## config.mk

```make
export PLATFORM = sky130hd
export DESIGN_NAME = dvfs_frequency_governor
export DESIGN_NICKNAME = d
export VERILOG_FILES = /design/src/sv/dfg_pkg.sv /design/src/sv/dfg_csr.sv /design/src/sv/dfg_core.sv /design/src/sv/dvfs_frequency_governor.sv
export SDC_FILE = /design/constraint.sdc
export NUM_CORES = 1
export LEC_CHECK = 0
export BUFFER_PORTS_ARGS = -buffer_cell sky130_fd_sc_hd__buf_2
export CAP_MARGIN = 20
export CORE_MARGIN = 8
export CORE_UTILIZATION = 55
export DETAILED_ROUTE_END_ITERATION = 8
export PLACE_DENSITY = 0.73
export SYNTH_ARGS = -nofsm -noshare
export SYNTH_HDL_FRONTEND = slang
export SYNTH_SLANG_ARGS = --single-unit
```

## constraint.sdc

```tcl
create_clock -name clock -period 34 [get_ports clock]
set_clock_uncertainty 0.1 [all_clocks]
set_input_delay 6.8 -clock clock [delete_from_list [all_inputs] [get_ports clock]]
set_output_delay 6.8 -clock clock [all_outputs]
set_load 0.1 [all_outputs]
```

## src/sv/dfg_pkg.sv

```systemverilog
// Package for the frequency governor: shared types, register indexes and constants.
// Has no dependencies. All other files of the governor refer to it by scoped names.
`timescale 1ns / 1ps

package dfg_pkg;

   // Configuration register indexes.
   localparam logic [2:0] REG_HARD_THRESHOLD = 3'd0;
   localparam logic [2:0] REG_EASY_THRESHOLD = 3'd1;
   localparam logic [2:0] REG_EASY_TICKS     = 3'd2;
   localparam logic [2:0] REG_DOWN_TICKS     = 3'd3;
   localparam logic [2:0] REG_FREQ_FLOOR     = 3'd4;
   localparam logic [2:0] REG_FREQ_CEILING   = 3'd5;
   localparam logic [2:0] REG_FREQ_HIGH      = 3'd6;
   localparam logic [2:0] REG_FREQ_LOW       = 3'd7;

   localparam int unsigned LOAD_BITS = 7;
   localparam int unsigned TICK_BITS = 8;
   localparam int unsigned DIR_BITS  = 2;

   // Reset values of the registers.
   localparam logic [LOAD_BITS-1:0] HARD_THRESHOLD_RST = 7'd90;
   localparam logic [LOAD_BITS-1:0] EASY_THRESHOLD_RST = 7'd75;
   localparam logic [TICK_BITS-1:0] EASY_TICKS_RST     = 8'd48;
   localparam logic [TICK_BITS-1:0] DOWN_TICKS_RST     = 8'd24;
   localparam int unsigned FREQ_FLOOR_RST   = 800;
   localparam int unsigned FREQ_CEILING_RST = 1200;
   localparam int unsigned FREQ_HIGH_RST    = 1200;
   localparam int unsigned FREQ_LOW_RST     = 800;

   // The 120/10000 load scaling, reduced by their common factor of 40.
   localparam int unsigned SCALE_NUM = 3;
   localparam int unsigned SCALE_DEN = 250;
   // Bits that SCALE_NUM and SCALE_DEN add to a frequency.
   localparam int unsigned NUM_BITS  = 2;
   localparam int unsigned DEN_BITS  = 8;

   localparam logic [TICK_BITS-1:0] TICK_MAX = 8'hFF;

   typedef enum logic [DIR_BITS-1:0] {
      DIR_NONE = 2'd0,
      DIR_UP   = 2'd1,
      DIR_DOWN = 2'd2
   } dir_type;

   // Threshold and tick settings; the frequency settings scale with the
   // frequency width and travel as ports of their own.
   typedef struct packed {
      logic [LOAD_BITS-1:0] hard_threshold;
      logic [LOAD_BITS-1:0] easy_threshold;
      logic [TICK_BITS-1:0] easy_ticks;
      logic [TICK_BITS-1:0] down_ticks;
   } ctl_cfg_type;

endpackage

```

## src/sv/dfg_csr.sv

```systemverilog
// Configuration register file of the frequency governor, with the derived
// slow-down bounds. Depends on dfg_pkg.
`timescale 1ns / 1ps

module dfg_csr #(
   parameter int unsigned FREQ_BITS = 16
) (
   input  logic                                clock,
   input  logic                                reset,
   input  logic                                wr_en,
   input  logic [2:0]                          wr_addr,
   input  logic [FREQ_BITS-1:0]                wr_data,
   output dfg_pkg::ctl_cfg_type                ctl,
   output logic [FREQ_BITS-1:0]                freq_floor,
   output logic [FREQ_BITS-1:0]                freq_ceiling,
   output logic [FREQ_BITS-1:0]                freq_high,
   output logic [FREQ_BITS-1:0]                freq_low,
   output logic [FREQ_BITS+dfg_pkg::NUM_BITS-1:0] high_x3,
   output logic [FREQ_BITS+dfg_pkg::DEN_BITS:0]   low_bound
);

   localparam int unsigned HX_BITS = FREQ_BITS + dfg_pkg::NUM_BITS;
   localparam int unsigned LB_BITS = FREQ_BITS + dfg_pkg::DEN_BITS + 1;

   localparam logic [FREQ_BITS-1:0] FLOOR_RST = FREQ_BITS'(dfg_pkg::FREQ_FLOOR_RST);
   localparam logic [FREQ_BITS-1:0] CEIL_RST  = FREQ_BITS'(dfg_pkg::FREQ_CEILING_RST);
   localparam logic [FREQ_BITS-1:0] HIGH_RST  = FREQ_BITS'(dfg_pkg::FREQ_HIGH_RST);
   localparam logic [FREQ_BITS-1:0] LOW_RST   = FREQ_BITS'(dfg_pkg::FREQ_LOW_RST);

   dfg_pkg::ctl_cfg_type       ctl_ff, ctl_in;
   logic [FREQ_BITS-1:0]       floor_ff, floor_in;
   logic [FREQ_BITS-1:0]       ceil_ff, ceil_in;
   logic [FREQ_BITS-1:0]       high_ff, high_in;
   logic [FREQ_BITS-1:0]       low_ff, low_in;
   logic [HX_BITS-1:0]         high_x3_ff, high_x3_in;
   logic [LB_BITS-1:0]         low_bound_ff, low_bound_in;

   // high * 3 and (low + 1) * 250 are kept alongside the raw settings, so the
   // per-item slow-down test is one narrow multiply and a compare.
   function automatic logic [HX_BITS-1:0] times_num(input logic [FREQ_BITS-1:0] f);
      times_num = HX_BITS'(f) * HX_BITS'(dfg_pkg::SCALE_NUM);
   endfunction

   function automatic logic [LB_BITS-1:0] bound_of(input logic [FREQ_BITS-1:0] f);
      bound_of = (LB_BITS'(f) + LB_BITS'(1)) * LB_BITS'(dfg_pkg::SCALE_DEN);
   endfunction

   always_comb begin
      ctl_in   = ctl_ff;
      floor_in = floor_ff;
      ceil_in  = ceil_ff;
      high_in  = high_ff;
      low_in   = low_ff;
      if (wr_en) begin
         unique case (wr_addr)
            dfg_pkg::REG_HARD_THRESHOLD: ctl_in.hard_threshold = wr_data[dfg_pkg::LOAD_BITS-1:0];
            dfg_pkg::REG_EASY_THRESHOLD: ctl_in.easy_threshold = wr_data[dfg_pkg::LOAD_BITS-1:0];
            dfg_pkg::REG_EASY_TICKS:     ctl_in.easy_ticks     = wr_data[dfg_pkg::TICK_BITS-1:0];
            dfg_pkg::REG_DOWN_TICKS:     ctl_in.down_ticks     = wr_data[dfg_pkg::TICK_BITS-1:0];
            dfg_pkg::REG_FREQ_FLOOR:     floor_in = wr_data;
            dfg_pkg::REG_FREQ_CEILING:   ceil_in  = wr_data;
            dfg_pkg::REG_FREQ_HIGH:      high_in  = wr_data;
            dfg_pkg::REG_FREQ_LOW:       low_in   = wr_data;
            default: ;
         endcase
      end
      high_x3_in   = times_num(high_in);
      low_bound_in = bound_of(low_in);
   end

   always_ff @(posedge clock) begin
      if (reset) begin
         ctl_ff.hard_threshold <= dfg_pkg::HARD_THRESHOLD_RST;
         ctl_ff.easy_threshold <= dfg_pkg::EASY_THRESHOLD_RST;
         ctl_ff.easy_ticks     <= dfg_pkg::EASY_TICKS_RST;
         ctl_ff.down_ticks     <= dfg_pkg::DOWN_TICKS_RST;
         floor_ff     <= FLOOR_RST;
         ceil_ff      <= CEIL_RST;
         high_ff      <= HIGH_RST;
         low_ff       <= LOW_RST;
         high_x3_ff   <= times_num(HIGH_RST);
         low_bound_ff <= bound_of(LOW_RST);
      end else begin
         ctl_ff       <= ctl_in;
         floor_ff     <= floor_in;
         ceil_ff      <= ceil_in;
         high_ff      <= high_in;
         low_ff       <= low_in;
         high_x3_ff   <= high_x3_in;
         low_bound_ff <= low_bound_in;
      end
   end

   assign ctl          = ctl_ff;
   assign freq_floor   = floor_ff;
   assign freq_ceiling = ceil_ff;
   assign freq_high    = high_ff;
   assign freq_low     = low_ff;
   assign high_x3      = high_x3_ff;
   assign low_bound    = low_bound_ff;

endmodule

```

## src/sv/dfg_core.sv

```systemverilog
// Decision logic and tick-counter state of the frequency governor.
// Depends on dfg_pkg; fed by dfg_csr and the input register of the top level.
`timescale 1ns / 1ps

module dfg_core #(
   parameter int unsigned FREQ_BITS = 16
) (
   input  logic                                   clock,
   input  logic                                   reset,
   input  logic                                   step,
   input  logic [dfg_pkg::LOAD_BITS-1:0]          peak_load,
   input  logic [FREQ_BITS-1:0]                   present_freq,
   input  dfg_pkg::ctl_cfg_type                   ctl,
   input  logic [FREQ_BITS-1:0]                   freq_floor,
   input  logic [FREQ_BITS-1:0]                   freq_ceiling,
   input  logic [FREQ_BITS-1:0]                   freq_high,
   input  logic [FREQ_BITS-1:0]                   freq_low,
   input  logic [FREQ_BITS+dfg_pkg::NUM_BITS-1:0] high_x3,
   input  logic [FREQ_BITS+dfg_pkg::DEN_BITS:0]   low_bound,
   output logic [FREQ_BITS-1:0]                   wanted_freq,
   output dfg_pkg::dir_type                       direction
);

   localparam int unsigned CMP_BITS = FREQ_BITS + dfg_pkg::DEN_BITS + 1;

   logic                           easy_active_ff, easy_active_in;
   logic [dfg_pkg::TICK_BITS-1:0]  easy_cnt_ff, easy_cnt_in;
   logic [dfg_pkg::TICK_BITS-1:0]  quiet_cnt_ff, quiet_cnt_in;

   logic [dfg_pkg::LOAD_BITS-1:0]  threshold;
   logic [CMP_BITS-1:0]            scaled;
   logic                           request;
   logic [FREQ_BITS-1:0]           target;
   logic [FREQ_BITS-1:0]           floored;

   // load * high * 3 < (low + 1) * 250 is the same test as
   // floor(load * high * 120 / 10000) <= low.
   assign scaled = CMP_BITS'(peak_load) * CMP_BITS'(high_x3);

   always_comb begin
      easy_active_in = easy_active_ff;
      easy_cnt_in    = '0;
      quiet_cnt_in   = quiet_cnt_ff;
      request        = 1'b0;
      target         = freq_high;

      // Easy threshold expiry.
      if (easy_active_ff) begin
         easy_cnt_in = (easy_cnt_ff == dfg_pkg::TICK_MAX) ? easy_cnt_ff
                                                          : easy_cnt_ff + 1'b1;
         if (easy_cnt_in >= ctl.easy_ticks) begin
            easy_active_in = 1'b0;
            easy_cnt_in    = '0;
         end
         if (present_freq == freq_high) begin
            easy_cnt_in = '0;
         end
      end

      threshold = easy_active_in ? ctl.easy_threshold : ctl.hard_threshold;

      if (peak_load > threshold) begin
         request        = 1'b1;
         target         = freq_high;
         quiet_cnt_in   = '0;
         easy_active_in = 1'b1;
      end else begin
         quiet_cnt_in = (quiet_cnt_ff == dfg_pkg::TICK_MAX) ? quiet_cnt_ff
                                                            : quiet_cnt_ff + 1'b1;
         if ((present_freq > freq_low) && (quiet_cnt_in >= ctl.down_ticks)) begin
            quiet_cnt_in = '0;
            if (scaled < low_bound) begin
               request = 1'b1;
               target  = freq_low;
            end
         end
      end

      // Floor first, then ceiling, so the ceiling wins when they cross.
      floored = (target < freq_floor) ? freq_floor : target;
      if (request) begin
         wanted_freq = (floored > freq_ceiling) ? freq_ceiling : floored;
      end else begin
         wanted_freq = present_freq;
      end

      if (wanted_freq > present_freq) begin
         direction = dfg_pkg::DIR_UP;
      end else if (wanted_freq < present_freq) begin
         direction = dfg_pkg::DIR_DOWN;
      end else begin
         direction = dfg_pkg::DIR_NONE;
      end
   end

   always_ff @(posedge clock) begin
      if (reset) begin
         easy_active_ff <= 1'b0;
         easy_cnt_ff    <= '0;
         quiet_cnt_ff   <= '0;
      end else if (step) begin
         easy_active_ff <= easy_active_in;
         easy_cnt_ff    <= easy_cnt_in;
         quiet_cnt_ff   <= quiet_cnt_in;
      end
   end

endmodule

```

## src/sv/dvfs_frequency_governor.sv

```systemverilog
// Two-level on-demand frequency governor, one decision per sample word.
// An accepted req word passes through the input register and then the result register before its rsp word appears.
// Throughput: one word per cycle while rsp_tready holds, set by the combinational decision between the two registers.
// Reset (synchronous, active high) restores the register defaults and clears both counters,
// easy mode and the valid flags of the input and result registers.
// Depends on dfg_pkg, dfg_csr and dfg_core.
`timescale 1ns / 1ps

module dvfs_frequency_governor #(
   parameter int unsigned FREQ_BITS = 16
) (
   input  logic                 clock,
   input  logic                 reset,
   // Sample words in.
   input  logic                 req_tvalid,
   output logic                 req_tready,
   // peak_load [6:0], present_freq [FREQ_BITS+6:7], zero padding above.
   input  logic [((FREQ_BITS+dfg_pkg::LOAD_BITS+7)/8)*8-1:0] req_tdata,
   // Decision words out.
   output logic                 rsp_tvalid,
   input  logic                 rsp_tready,
   // wanted_freq [FREQ_BITS-1:0], direction [FREQ_BITS+1:FREQ_BITS], zero padding above.
   output logic [((FREQ_BITS+dfg_pkg::DIR_BITS+7)/8)*8-1:0] rsp_tdata,
   // Configuration writes.
   input  logic                 csr_valid,
   output logic                 csr_ready,
   input  logic [2:0]           csr_addr,
   input  logic [FREQ_BITS-1:0] csr_data
);

   localparam int unsigned RSP_BITS = ((FREQ_BITS + dfg_pkg::DIR_BITS + 7) / 8) * 8;

   dfg_pkg::ctl_cfg_type                   ctl;
   logic [FREQ_BITS-1:0]                   freq_floor;
   logic [FREQ_BITS-1:0]                   freq_ceiling;
   logic [FREQ_BITS-1:0]                   freq_high;
   logic [FREQ_BITS-1:0]                   freq_low;
   logic [FREQ_BITS+dfg_pkg::NUM_BITS-1:0] high_x3;
   logic [FREQ_BITS+dfg_pkg::DEN_BITS:0]   low_bound;

   // Input register.
   logic                            in_valid_ff, in_valid_in;
   logic [dfg_pkg::LOAD_BITS-1:0]   load_ff, load_in;
   logic [FREQ_BITS-1:0]            present_ff, present_in;

   // Result register.
   logic                            out_valid_ff, out_valid_in;
   logic [FREQ_BITS-1:0]            wanted_ff, wanted_in;
   dfg_pkg::dir_type                dir_ff, dir_in;

   logic                            step;
   logic                            req_take;
   logic [FREQ_BITS-1:0]            core_wanted;
   dfg_pkg::dir_type                core_dir;

   // Configuration is taken in every cycle; the user must write it only while idle, which the block does not enforce.
   assign csr_ready = 1'b1;

   dfg_csr #(
      .FREQ_BITS (FREQ_BITS)
   ) u_csr (
      .clock        (clock),
      .reset        (reset),
      .wr_en        (csr_valid),
      .wr_addr      (csr_addr),
      .wr_data      (csr_data),
      .ctl          (ctl),
      .freq_floor   (freq_floor),
      .freq_ceiling (freq_ceiling),
      .freq_high    (freq_high),
      .freq_low     (freq_low),
      .high_x3      (high_x3),
      .low_bound    (low_bound)
   );

   // The word in the input register moves on to the result register, and the
   // governor state advances, whenever the result register is free or is
   // being emptied in this cycle.
   assign step       = in_valid_ff && (!out_valid_ff || rsp_tready);
   assign req_tready = !in_valid_ff || step;
   assign req_take   = req_tvalid && req_tready;

   dfg_core #(
      .FREQ_BITS (FREQ_BITS)
   ) u_core (
      .clock        (clock),
      .reset        (reset),
      .step         (step),
      .peak_load    (load_ff),
      .present_freq (present_ff),
      .ctl          (ctl),
      .freq_floor   (freq_floor),
      .freq_ceiling (freq_ceiling),
      .freq_high    (freq_high),
      .freq_low     (freq_low),
      .high_x3      (high_x3),
      .low_bound    (low_bound),
      .wanted_freq  (core_wanted),
      .direction    (core_dir)
   );

   always_comb begin
      in_valid_in = req_take ? 1'b1 : (step ? 1'b0 : in_valid_ff);
      load_in     = req_take ? req_tdata[dfg_pkg::LOAD_BITS-1:0] : load_ff;
      present_in  = req_take ? req_tdata[FREQ_BITS+dfg_pkg::LOAD_BITS-1:dfg_pkg::LOAD_BITS]
                             : present_ff;

      out_valid_in = step ? 1'b1 : ((out_valid_ff && rsp_tready) ? 1'b0 : out_valid_ff);
      wanted_in    = step ? core_wanted : wanted_ff;
      dir_in       = step ? core_dir : dir_ff;
   end

   always_ff @(posedge clock) begin
      if (reset) begin
         in_valid_ff  <= 1'b0;
         out_valid_ff <= 1'b0;
      end else begin
         in_valid_ff  <= in_valid_in;
         out_valid_ff <= out_valid_in;
      end
   end

   // Payload registers need no reset.
   always_ff @(posedge clock) begin
      load_ff    <= load_in;
      present_ff <= present_in;
      wanted_ff  <= wanted_in;
      dir_ff     <= dir_in;
   end

   assign rsp_tvalid = out_valid_ff;
   // The zero padding above the direction comes from the widening cast.
   assign rsp_tdata  = RSP_BITS'({dir_ff, wanted_ff});

endmodule

```

==> flow_metrics.py, run 1 <==
metrics = {
    "run_status": {
        "status": "finished clean",
    },
    "timing": {
        "whs_ps": 364.4,
        "rsz0062_at_grt": "no",
        "tightest_slew_ps": 1045,
        "period_needed_ps": 14390,
        "fin_tns_setup_ps": 0,
        "period_share": 0.4233,
        "finalSetupViolations": 0,
        "slew_violations": 0,
        "final-hold-violation-count": 0,
        "fmax_mhz": 69.47,
        "setup_slack_ps": 19610,
        "maxSlewHeadroom": 0.3015,
    },
    "yosys": {
        "synth-seq-cells": 195,
        "postSynthCellCount": 2009,
        "synthAdderAreaFrac": 0.3081,
        "ys_async_sr_fraction": 0,
        "synth_compound_area_frac": 0.1348,
        "synth_edf_count": 41,
        "syn_area_um2": 18080,
        "synth-simple-area-share": 0.1552,
        "synth_top_family_by_area": "adder cells",
        "syn_avg_cell_area_um2": 8.999,
        "ys.flop_type": "dfxtp_1",
        "ys_warn_count": 0,
        "synth_cell_type_count": 74,
        "ys_seq_area_frac": 0.2386,
        "yosys.area_share.xor_xnor": 0.04505,
        "synth.area.mux_share": 0.04651,
    },
    "cts": {
        "cts.sinks": 195,
        "holdBufCountCts": 0,
        "cts_made_buffers": 17,
        "cts_tree": "yes",
        "ctsResizeCount": 0,
        "cts_root_buffer": "clkbuf_16",
        "postCtsSetupBuffers": 0,
        "path_clk_slew_ps": 80,
        "ctsHtreeMaxLevel": 4,
        "clk_latency_ps": 450,
        "clk_path_buf_depth": 2,
    },
    "floorplanning": {
        "io_pins": 75,
        "dieArea_um2": 38930,
        "core_area_um2": 32450,
        "row_count": 66,
        "start_util": 0.5571,
        "fp.dieH_um": 197.3,
        "die_w_um": 197.3,
    },
    "power_and_ir_drop": {
        "p_seq_frac": 0.280,
        "power_uw": 949.7,
        "p_comb_frac": 0.502,
        "sw_frac_of_total": 0.4152,
        "p_leak_uw": 0.009253,
        "power.internal_uw": 555.3,
        "switchingPower_uw": 394.3,
        "pwr-share-clk": 0.218,
        "ir_worst_vdd_v": 0.00003749,
        "powerDensity_nw_per_um2": 48.95,
    },
    "layout": {
        "diodes": 0,
        "multi_input_area_um2": 12500,
        "syn_to_final_growth_pct": 7.308,
        "fill_cells": 2871,
        "finalNetCount": 2458,
        "regArea_um2": 4314,
        "finish.utilization": 0.5978,
        "final_layout_size_suffix_gt1_frac": 0.08155,
    },
    "critical_path": {
        "worstPathArrival_ps": 7490,
        "reg2reg_setup_slack_ps": 19790,
        "required_ps": 27100,
        "startpoint_type": "primary input",
        "crit_end": "req_tready",
        "crit_type": "in -> out",
        "crit-reg2reg-capture": "dir_ff[0]",
        "crit_path_max_fanout": 4,
        "reg2regPathDepth": 56,
        "critPathLaunch": "rsp_tready",
        "timing.rr.start": "load_ff[6]",
        "cp-end-kind": "output pin",
    },
    "detailed_routing": {
        "drtIter0Drc": 913,
        "first_pass_iters": 5,
        "routed_wirelength_um": 43190,
        "ant_nets": 0,
        "drc": 0,
        "wl_per_cell_um": 17.26,
        "routed-via-count": 14000,
        "viasPerCell": 5.594,
    },
    "grt": {
        "grt_max_degree": 71,
        "antenna_found_initial": 2,
        "grt_pass1_wl_um": 71570,
        "grt_overflow_total": 0,
        "grt_pass1_vias": 14020,
        "track_usage": 0.2265,
    },
    "placed_design": {
        "place_congestion": 0.9084,
        "io_buffers": 66,
        "hpwl_um": 34110,
        "post-place-ws_ps": 19540,
    },
    "hold_path": {
        "hp-class": "reg -> reg",
    },
    "job": {
        "drv_cap": 0,
    },
}
[worst min path at each step]
| stage | from | to | slack, ps | depth (start not counted) |
|---|---|---|---|---|
| after floorplan | u_csr.ctl[10] | u_csr.ctl[10] | 340 | 2 |
| after global placement | u_csr.ctl[14] | u_csr.ctl[14] | 350 | 2 |
| after detailed placement | u_csr.ctl[11] | u_csr.ctl[11] | 350 | 2 |
| after CTS | u_csr.ctl[11] | u_csr.ctl[11] | 360 | 2 |
| after global routing | u_csr.ctl[11] | u_csr.ctl[11] | 380 | 2 |
| final | u_csr.ctl[10] | u_csr.ctl[10] | 360 | 2 |
[worst max-delay path, cell delays in order]
cell and delay, ps:
buf_2 100, nor2b_1 190, nand2_1 100, buf_2 300
[state kept, by name (all words and copies together) (netlist names)]
name	flops
u_csr.freq_high	15
u_core.quiet_cnt_ff	8
u_core.easy_active_ff	1
u_csr.high_x3	18
dir_ff	2
u_csr.freq_ceiling	16
present_ff	16
u_csr.low_bound	24
u_csr.freq_floor	16
load_ff	7
rsp_tvalid	1
wanted_ff	16
u_core.easy_cnt_ff	8
u_csr.ctl	30
u_csr.freq_low	16
in_valid_ff	1
[power groups by stage]
stage               Sequential [µW]  Combinational (µW)  Clock [µW]
floorplan                       278                 358           0
global placement                271                 458           0
detailed placement              271                 472           0
CTS                             266                 476         210
global route                    268                 543         219
finish                          266                 477         207
[synthesized netlist by cell type, drive strengths merged, types with 3 or more instances]
| cell type | count | area share |
|---|---|---|
| a2111oi | 3 | 0.0028 |
| a211oi | 23 | 0.0096 |
| a21o | 45 | 0.019 |
| a21oi | 136 | 0.038 |
| a22o | 6 | 0.0029 |
| a22oi | 7 | 0.0029 |
| a2bb2oi | 3 | 0.0015 |
| a311o | 4 | 0.0022 |
| a31oi | 8 | 0.0028 |
| a41oi | 3 | 0.0015 |
| and2 | 105 | 0.036 |
| and3 | 24 | 0.0083 |
| and4 | 3 | 0.0015 |
| buf | 20 | 0.0067 |
| clkbuf | 48 | 0.010 |
| dfxtp | 154 | 0.17 |
| edfxtp | 41 | 0.068 |
| fa | 137 | 0.15 |
| ha | 226 | 0.16 |
| inv | 263 | 0.055 |
| mux2 | 32 | 0.020 |
| mux2i | 48 | 0.027 |
| nand2 | 183 | 0.038 |
| nand2b | 24 | 0.0083 |
| nand3 | 32 | 0.0089 |
| nand3b | 3 | 0.0012 |
| nand4 | 22 | 0.0080 |
| nor2 | 110 | 0.023 |
| nor2b | 14 | 0.0048 |
| nor3 | 19 | 0.0055 |
| nor4 | 9 | 0.0035 |
| o211ai | 17 | 0.0071 |
| o21a | 17 | 0.0071 |
| o21ai | 62 | 0.017 |
| o21bai | 6 | 0.0027 |
| o31ai | 23 | 0.0096 |
| or2 | 8 | 0.0028 |
| or3 | 4 | 0.0014 |
| xnor2 | 49 | 0.024 |
| xor2 | 44 | 0.021 |
[metal layers]
layer  track usage  vias up  part of all wire
met2        0.3591      327              0.46
li1              -     6840                 -
met5             0        -           0.00063
met1        0.3089     6738              0.46
met4       0.08526        4             0.031
met3       0.03475       88             0.049
[kinds of logic (layout without fill, tap and decap cells)]
| kind of cell | count (synthesis) | in the layout |
|---|---|---|
| simple gates | 566 | 566 |
| xor+xnor | 93 | 93 |
| flops | 195 | 195 |
| buf+inv | 331 | 377 |
| fa+ha+maj | 363 | 363 |
| other cells | 2 | 7 |
| mux | 80 | 80 |
| compound gates | 379 | 379 |
[layout make-up]
| class | instances | share of cell area |
|---|---|---|
| Clock buffer | 20 | 0.02354 |
| Clock inverter | 12 | 0.007288 |
| Inverter | 263 | 0.05088 |
| Multi-Input combinational cell | 1488 | 0.6441 |
| Sequential cell | 195 | 0.2224 |
| Tap cell | 442 | 0.02851 |
| Timing Repair Buffer | 82 | 0.02335 |
[cells in the final DEF, fill, tap and decap left out, types with 32 or more instances in the layout]
cell      count
a21o_1       45
a21oi_1     134
and2_1      105
buf_2        65
dfxtp_1     154
edfxtp_1     41
fa_1        137
ha_1        226
inv_1       263
mux2i_1      48
nand2_1     183
nand3_1      32
nor2_1      108
o21ai_0      50
xnor2_1      49
xor2_1       44
[metrics by stage]
stage	cell area, µm²	cells
global placement	18790	2468
global route	19400	2502
CTS	19390	2500
finish	19400	2502
floorplan	18100	2014
detailed placement	18790	2468
Note: power is estimated with default switching activity, not from simulation.
==> run 2: changes to the inputs <==
clock period = 13.4 ns   (was 34 ns; I/O delays follow)
==> run 2 against run 1 <==
Net effect:
- setup slack got worse by 19000 ps
- register-to-register slack got worse by 19000 ps
- sequential cell count did not move
- critical endpoint is now dir_ff[0]
- clock-buffer cell count fell by 2
- largest cell class unchanged
- wire length rose by 2.2%
- power rose to 2.6 times the previous value
- cell count rose by 1.7%
==> flow_metrics.py, run 2 (synthesis results as in run 1) <==
metrics = {
    "run_status": {
        "status": "finished clean",
    },
    "layout": {
        "regArea_um2": 4314,
        "finalNetCount": 2501,
        "fill_cells": 2748,
        "finish.utilization": 0.6105,
        "syn_to_final_growth_pct": 9.578,
        "layout_common_cells": "263 x inv_1, 226 x ha_1, 183 x nand2_1, 154 x dfxtp_1, 137 x fa_1",
        "final_common_cell": "inv_1",
        "largest_register_ffs": 30,
        "diodes": 0,
        "final_layout_size_suffix_gt1_frac": 0.1041,
        "multi_input_area_um2": 12550,
    },
    "placed_design": {
        "place_congestion": 0.9400,
        "io_buffers": 66,
        "hpwl_um": 34740,
    },
    "grt": {
        "grt_pass1_vias": 14560,
        "antenna_found_initial": 1,
        "grt_overflow_total": 0,
        "grt_pass1_wl_um": 74150,
        "track_usage": 0.2339,
        "grt_max_degree": 69,
    },
    "timing": {
        "fmax_mhz": 78.03,
        "whs_ps": 362.5,
        "slew_violations": 0,
        "finalSetupViolations": 0,
        "period_share": 0.9564,
        "period_needed_ps": 12820,
        "final-hold-violation-count": 0,
        "tightest_slew_ps": 1047,
        "maxSlewHeadroom": 0.2998,
    },
    "cts": {
        "clk_latency_ps": 450,
        "path_clk_slew_ps": 80,
        "cts_root_buffer": "clkbuf_16",
        "clk_path_buf_depth": 2,
        "cts.sinks": 195,
        "cts_tree": "yes",
        "ctsHtreeMaxLevel": 4,
        "cts_made_buffers": 17,
    },
    "hold_path": {
        "hold_path_depth": 2,
        "hp-class": "reg -> reg",
    },
    "critical_path": {
        "cp_slowest_cell": "edfxtp_1",
        "cp_slowest_stage_delay_ps": 560,
        "crit_path_max_fanout": 11,
        "required_ps": 13500,
        "reg2regPathDepth": 57,
        "cp-end-kind": "flop",
        "worstPathArrival_ps": 12910,
        "crit_type": "reg -> reg",
        "startpoint_type": "flop",
        "reg2reg_setup_slack_ps": 580,
        "timing.critical_path.mode_cell": "o21a_1",
    },
    "power_and_ir_drop": {
        "p_leak_uw": 0.009496,
        "power_uw": 2490,
        "powerDensity_nw_per_um2": 125.7,
        "ir_worst_vdd_v": 0.00008543,
    },
    "floorplanning": {
        "dieArea_um2": 38930,
        "fp.dieH_um": 197.3,
        "start_util": 0.5571,
        "row_count": 66,
        "die_w_um": 197.3,
        "core_area_um2": 32450,
        "io_pins": 75,
    },
    "detailed_routing": {
        "viasPerCell": 5.584,
        "routed-via-count": 14210,
        "routed_wirelength_um": 44130,
        "drc": 0,
        "drtIter0Drc": 784,
        "ant_nets": 0,
        "first_pass_iters": 5,
        "wl_per_cell_um": 17.34,
    },
    "job": {
        "drv_cap": 0,
    },
}
-- run 2: changes by cell type in the layout (fill, tap and decap cells not counted), sizes merged --
cell      before  now
clkinv         4    5
buf           82  125
clkinvlp       1    0
inv          269  270
clkbuf        20   18
bufinv         1    2
-- run 2: through the flow --
step           area [µm²]  cells  TNS (ps)  worst slack [ps]
5_1_grt             19810   2545    -106.6            -77.49
6_report            19810   2545         0             583.9
2_1_floorplan       18100   2014         0              1218
4_1_cts             19650   2531         0             310.9
3_3_place_gp        19010   2498         0             477.8
3_5_place_dp        19020   2499         0             389.9
-- run 2: area by class of cell --
cell class,count,share of cell area
clock buffer,18,0.02217
clock inverter,14,0.009536
inverter,263,0.04983
multi-input combinational,1488,0.6334
sequential,195,0.2178
tap,442,0.02791
timing repair buffer,125,0.03935
-- run 2: layer usage --
metal,GRT usage,wire [µm],up-vias
met3,0.04157,2163,62
met4,0.06882,881,2
met1,0.3143,20440,6915
met5,0,12,-
met2,0.3808,20640,302
li1,-,-,6931
-- run 2: timing repair --
item / in CTS / in global routing
resized for setup: 0 / 11
hold buffers: 0 / 0
buffers inserted: 0 / 14
hold endpoints to repair: 0 / 0
endpoints found under the setup margin: 0 / 2
-- run 2: worst max-delay path: cells and delay by family, from the launching register on --
kind | cells | cell delay, ps
flops | 1 | 560
xor+xnor | 1 | 160
compound gates | 32 | 5520
simple gates | 8 | 1370
mux | 1 | 360
fa+ha+maj | 9 | 3450
buf+inv | 6 | 1010
-- run 2: final timing paths --
check                                      to     startpoint
worst min-delay path            u_csr.ctl[14]  u_csr.ctl[14]
worst min register to register  u_csr.ctl[14]  u_csr.ctl[14]
worst max register to register      dir_ff[0]     load_ff[5]
worst max-delay path                dir_ff[0]     load_ff[5]
-- run 2: power breakdown --
part	internal [µW]	total (µW)	switching (µW)
combinational	525	1270	745
clock	291	548	258
sequential	643	672	29.0
